$ cat config.mk
export PLATFORM = sky130hd
export DESIGN_NAME = ktls_ram
export DESIGN_NICKNAME = d
export VERILOG_FILES = /design/src/rtl/core/ktls_ram.sv
export SDC_FILE = /design/constraint.sdc
export NUM_CORES = 1
export LEC_CHECK = 0
export BUFFER_PORTS_ARGS = -buffer_cell sky130_fd_sc_hd__buf_2
export CAP_MARGIN = 20
export CORE_ASPECT_RATIO = 1.1
export CORE_MARGIN = 8
export CORE_UTILIZATION = 31
export CTS_CLUSTER_DIAMETER = 30
export DETAILED_ROUTE_END_ITERATION = 10
export SYNTH_ARGS = -nofsm -noshare
export SYNTH_HDL_FRONTEND = slang
export SYNTH_SLANG_ARGS = --single-unit
$ cat constraint.sdc
create_clock -name clock -period 1.75 [get_ports clock]
set_input_delay 0.0875 -clock clock [delete_from_list [all_inputs] [get_ports clock]]
set_output_delay 0.0875 -clock clock [all_outputs]
set_load 0.03 [all_outputs]
$ cat src/rtl/core/ktls_ram.sv
// ----------------------------------------------------------------------------
// ktls_ram
// Generic single-port-write, single-port-read RAM with a registered read.
// ----------------------------------------------------------------------------
module ktls_ram #(
   parameter int WIDTH = 8,
   parameter int DEPTH = 64
) (
   input  logic                     clock,
   input  logic                     wr_en,
   input  logic [$clog2(DEPTH)-1:0] wr_addr,
   input  logic [WIDTH-1:0]         wr_data,
   input  logic [$clog2(DEPTH)-1:0] rd_addr,
   output logic [WIDTH-1:0]         rd_data
);
   logic [WIDTH-1:0] mem [DEPTH];

   always_ff @(posedge clock) begin
      if (wr_en) begin
         mem[wr_addr] <= wr_data;
      end
      rd_data <= mem[rd_addr];
   end
endmodule

==> flow_metrics.py, run 1 <==
metrics = {
    "power": {
        "p_per_area_nw_per_um2": 1330,
        "p_int_mw": 27.1,
        "p_total_mw": 34.3,
        "clkPwrFrac_pct": 55.1,
        "p_sw_share_pct": 21.1,
        "p_leak_nw": 8.59,
        "p_switching_mw": 7.26,
        "seqPwrFrac_pct": 40.4,
        "peakVddDrop_mv": 0.723,
        "combPwrFrac_pct": 4.4,
    },
    "worst_setup_path": {
        "path_max_fanout": 1,
        "crit_path_end_kind": "flop",
        "critPathKind": "flop to flop",
        "r2r_slack_ps": -110,
        "critPathArrivalTime_ps": 2340,
        "critPathLaunchType": "flop",
        "worstPathRequired_ps": 2230,
    },
    "yosys": {
        "synth_edf_count": 512,
        "syn_nets": 962,
        "synthCells": 940,
        "synth_common_cells": "edfxtp_1, mux4_2, nor2_1, mux2i_1, nand2_1",
        "synth_most_common_cell": "edfxtp_1",
        "syn-cell-area_um2": 20200,
        "synth.area.top_cells": "edfxtp_1, mux4_2, nor2_1",
        "avgSynthCellArea_um2": 21.5,
        "ys_ff_latch": 520,
        "ys_seq_area_share_pct": 77.0,
        "yosysWarningCount": 0,
        "synth_top_cell_area_share_pct": 76.2,
        "synthFlopType": "edfxtp_1",
        "synthArstFlopShare_pct": 0,
        "yosys.area.top_type": "edfxtp_1",
        "synth_cell_types": 40,
    },
    "detailed_routing": {
        "firstDrtPassIters": 5,
        "drc_errors": 0,
        "drt_iter0_markers": 983,
        "ant_nets": 0,
        "routed_via_density": 4.91,
        "vias": 10311,
        "routed_wl_um": 48900,
        "wl_per_cell_um": 23.2,
    },
    "outcome": {
        "violations": "hold timing, setup timing",
        "outcome": "finished with violations",
    },
    "global_route": {
        "grt_pass1_vias": 11023,
        "antenna_found_initial": 6,
        "gr-usage-all-layers_pct": 13.2,
        "grt_pass1_wl_um": 72600,
        "grt_remaining_overflow": 0,
        "grt_max_degree": 65,
    },
    "layout": {
        "area_growth_pct": 28.5,
        "final_nets": 1188,
        "fillers": 5708,
        "drive_gt1_share_pct": 39.5,
    },
    "die": {
        "die_y_um": 284,
        "core_um2": 64700,
        "ios": 30,
        "initial_utilization_pct": 31.1,
        "rows": 98,
        "die-area_um2": 73500,
        "die_w_um": 259,
    },
    "sta": {
        "hold_violations": 7,
        "timing.final.crit_share_pct": 106,
        "finalSetupTns_ps": -297,
        "setup_viol_count_final": 5,
        "final.hold.worst_slack_ps": -65.2,
        "rsz0062_at_grt": "true",
        "max_freq_mhz": 538,
        "tightest_slew_ps": 771,
        "clock_skew_ps": 25.7,
        "period_needed_ps": 1860,
        "maxSlewViolCount": 0,
        "setup_slack_ps": -110,
        "relSlewSlack_pct": 48.6,
    },
    "placement": {
        "dp_hpwl_um": 30500,
        "io_buffers": 29,
        "place_ws_ps": -516,
        "gp_congestion": 0.809,
    },
    "cts": {
        "cts_max_path_buffers": 3,
        "clock_sinks": 520,
        "insertion_delay_ps": 640,
        "ctsHtreeMaxLevel": 3,
        "path_clk_slew_ps": 40,
        "cts_tree": "done",
        "root_buffer": "clkbuf_16",
        "cts_made_buffers": 101,
    },
    "min_path": {
        "hp-class": "primary input to flop",
    },
    "job": {
        "cap_violations": 0,
    },
}
-- worst max-delay path, cell delays in order, from the launching register on --
cell and delay, ps:
edfxtp_1 360, mux4_2 480, mux2_4 290, o221a_4 260, nor3_2 100, buf_4 160
o32ai_2 80
-- layout by cell type (no fill, tap or decap), types with 7 or more instances in the layout --
master	instances
o22ai_1	7
nand2_1	19
clkbuf_1	15
edfxtp_1	512
buf_4	134
clkinv_1	9
nand3_1	13
buf_12	13
clkbuf_8	9
o221ai_1	8
bufinv_16	11
nor2b_1	14
mux2i_1	23
nor2_1	81
mux2_2	7
clkinv_4	7
nand2b_1	7
clkbuf_16	102
mux4_2	126
buf_2	26
clkinvlp_4	8
dfxtp_1	8
clkinv_2	19
-- power groups by stage --
stage / sequential, mW / clock, mW / combinational (mW)
after detailed placement: 14.1 / 0 / 1.48
after global routing: 13.9 / 19.8 / 1.62
final: 13.9 / 18.9 / 1.52
after floorplan: 14.1 / 0 / 0.735
after global placement: 14.1 / 0 / 1.45
after CTS: 13.9 / 19.2 / 1.54
-- routing by layer --
layer	up-vias	track usage, %	routed length (um)
met5	-	0	41
met4	6	4.59	1480
met3	100	3.59	3630
met2	377	20.7	23200
met1	5398	17.6	20500
li1	4430	-	-
-- sequential cells by signal, summed over array words and instances, names as in the netlist --
| register | flops |
|---|---|
| rd_data | 8 |
| mem | 512 |
-- cells by family (layout without fill, tap and decap cells) --
group / after synthesis / in the layout / synth area share, %
AOI/OAI and AO/OA: 54 / 54 / 2.07
DFF: 520 / 520 / 77.0
and+or+nand+nor: 153 / 153 / 3.39
buffers and inverters: 51 / 362 / 1.57
other: 0 / 1 / 0
muxes: 162 / 162 / 15.9
-- path summary, 6_finish.rpt --
path         depth (start not counted)       start    endpoint
max                                  6  mem[20][6]  rd_data[6]
min                                  3  rd_addr[5]  rd_data[0]
max reg2reg                          6  mem[20][6]  rd_data[6]
min reg2reg                          4  mem[23][1]  rd_data[1]
-- layout make-up --
| cell class | instances | area [um^2] | area share, % |
|---|---|---|---|
| clock buffers | 125 | 2720 | 10.5 |
| clock inverters | 63 | 709 | 2.74 |
| diodes | 1 | 2.50 | 0.00966 |
| well taps | 850 | 1060 | 4.10 |
| flip-flops and latches | 520 | 15500 | 59.9 |
| multi-input cells | 369 | 4480 | 17.3 |
| repair buffers | 174 | 1410 | 5.44 |
-- timing repair --
item / in CTS / in global routing
endpoints found under the hold margin: 7 / 7
resized for setup: 25 / 5
pin swaps: 7 / 3
setup endpoints to repair: 8 / 8
buffers inserted: 0 / 0
-- metrics by stage --
stage,utilization (%),instance area (um^2),cells
2_1_floorplan,-,20200,940
3_3_place_gp,34.5,22300,1912
3_5_place_dp,34.5,22300,1913
4_1_cts,40.0,25900,2101
5_1_grt,40.0,25900,2102
6_report,40.0,25900,2102
(Power assumes the default switching activity.)
==> inputs of run 2 (changes only) <==
--- a/config.mk
+++ b/config.mk
@@ -12,6 +12,7 @@
 export CORE_UTILIZATION = 31
 export CTS_CLUSTER_DIAMETER = 30
 export DETAILED_ROUTE_END_ITERATION = 10
+export SETUP_SLACK_MARGIN = 0.5
 export SYNTH_ARGS = -nofsm -noshare
 export SYNTH_HDL_FRONTEND = slang
 export SYNTH_SLANG_ARGS = --single-unit
==> run 2 against run 1 <==
Sequential power hardly changed; utilization increased by 0.73 points; the flow finishes with violations (setup timing); critical path depth down 1; total power rose by 0.98%; largest cell class unchanged; hold slack improved by 180 ps; clock-buffer cell count shrank 19; clock skew is 4.1 ps lower; critical path type unchanged; highest routed layer unchanged; cell count decreased by 1.5%; routed wire length shrank 0.45%; combinational power rose by 11%.
==> flow_metrics.py, run 2 (synthesis results as in run 1) <==
metrics = {
    "cts": {
        "postCtsSetupRepairBufs": 0,
        "clock_sinks": 520,
        "cts_max_path_buffers": 3,
        "ctsHtreeMaxLevel": 3,
        "cts_tree": "done",
        "insertion_delay_ps": 640,
        "path_clk_slew_ps": 50,
        "cts_made_buffers": 95,
        "root_buffer": "clkbuf_16",
    },
    "worst_setup_path": {
        "crit_buf_inv": 0,
        "endpoint": "rd_data[4]",
        "slowest_stage": "mux4_2",
        "startpoint": "mem[29][4]",
        "critPathLaunchType": "flop",
        "reg2reg_depth": 5,
        "critPathArrivalTime_ps": 2410,
        "crit_cells": 5,
        "critPathKind": "flop to flop",
        "crit_path_end_kind": "flop",
        "rr_startpoint": "mem[29][4]",
        "r2r_slack_ps": -170,
        "path_cells": "mux4_2 -> mux2_4 -> o221a_4 -> nor3_4 -> o32ai_1",
        "r2r-end": "rd_data[4]",
        "worstPathRequired_ps": 2240,
        "max_stage_delay_ps": 470,
        "path_max_fanout": 1,
        "critPathTopFamily": "multiplexers",
    },
    "die": {
        "rows": 98,
        "core_um2": 64700,
        "ios": 30,
        "initial_utilization_pct": 31.1,
        "die_y_um": 284,
        "die_w_um": 259,
        "die-area_um2": 73500,
    },
    "layout": {
        "design_area_um2": 26400,
        "final_common_cell": "edfxtp_1",
        "final_cell_count_no_fill": 2070,
        "final_nets": 1160,
        "largest_reg_flops": 512,
        "reg_top3": "mem: 512 flops, rd_data: 8 flops",
        "area_growth_pct": 30.9,
        "utilization_pct": 40.8,
        "top_register": "mem",
        "drive_gt1_share_pct": 45.0,
        "final_cell_mix": "edfxtp_1, mux4_2, buf_4, clkbuf_16, nor2_4",
    },
    "detailed_routing": {
        "vias": 10253,
        "routed_wl_um": 48600,
        "drt_iter0_markers": 818,
        "drc_errors": 0,
        "routed_via_density": 4.95,
        "firstDrtPassIters": 7,
        "wl_per_cell_um": 23.5,
        "ant_nets": 0,
    },
    "power": {
        "p_per_area_nw_per_um2": 1310,
        "p_total_mw": 34.7,
        "p_leak_nw": 8.50,
        "peakVddDrop_mv": 0.713,
    },
    "sta": {
        "final.hold.worst_slack_ps": 111,
        "rsz0062_at_grt": "true",
        "maxSlewViolCount": 0,
        "tightest_slew_ps": 746,
        "clock_skew_ps": 21.6,
        "max_freq_mhz": 520,
        "hold_violations": 0,
        "finalSetupTns_ps": -590,
        "period_needed_ps": 1920,
        "setup_slack_ps": -172,
        "timing.final.crit_share_pct": 110,
        "setup_viol_count_final": 5,
        "relSlewSlack_pct": 50.2,
    },
    "placement": {
        "place_area_um2": 22800,
        "dp_hpwl_um": 30200,
        "place_ws_ps": -439,
        "gp_congestion": 0.790,
        "dp.cells": 1882,
        "io_buffers": 29,
    },
    "job": {
        "cap_violations": 0,
    },
    "outcome": {
        "violations": "setup timing",
        "outcome": "finished with violations",
    },
    "global_route": {
        "antenna_found_initial": 2,
        "gr-usage-all-layers_pct": 13.3,
        "grt_pass1_wl_um": 72400,
        "grt_pass1_vias": 10914,
        "grt_max_degree": 65,
        "grt_remaining_overflow": 0,
    },
    "min_path": {
        "hold_path_depth": 2,
        "hp-class": "primary input to flop",
    },
}
-- run 2: cell count changes in the layout (fill, tap and decap cells not counted), sizes merged --
cell	previous run	this run
clkinv	38	37
bufinv	11	16
buf	173	143
dlygate4sd3	0	8
inv	6	10
clkinvlp	8	9
clkbuf	126	107
-- run 2: repair_timing --
item / 4_1_cts / 5_1_grt
endpoints found under the setup margin: 16 / 10
endpoints found under the hold margin: 47 / 14
hold buffers: 7 / 1
gates resized for setup: 35 / 8
-- run 2: per-layer routing --
metal  share of wire [%]  routed length [um]  global-route usage [%]
met5               0.016                   8                       0
met4                 3.1                1510                    5.61
met3                 5.9                2880                    2.97
met2                  48               23500                    21.0
met1                  43               20800                    17.4
-- run 2: worst min-delay path by stage --
stage,slack [ps],end,startpoint
floorplan,190,mem[0][0],wr_data[0]
global route,150,mem[22][2],wr_data[2]
CTS,120,mem[21][3],wr_data[3]
global placement,540,rd_data[0],rd_addr[5]
detailed placement,550,rd_data[4],rd_data[4]
finish,110,mem[19][2],wr_data[2]
-- run 2: layout make-up --
| cell class | instances | area (um^2) |
|---|---|---|
| repair buffers | 152 | 1370 |
| multi-input cells | 369 | 5010 |
| fillers | 5673 | 38400 |
| diodes | 1 | 2.50 |
| well taps | 850 | 1060 |
| clock inverters | 72 | 903 |
| flip-flops and latches | 520 | 15500 |
| clock buffers | 106 | 2490 |
-- run 2: where the power goes --
part           internal (mW)  switching, mW
clock network           12.7           6.41
registers               13.8         0.0498
logic                  0.711          0.968
total                   27.2           7.43
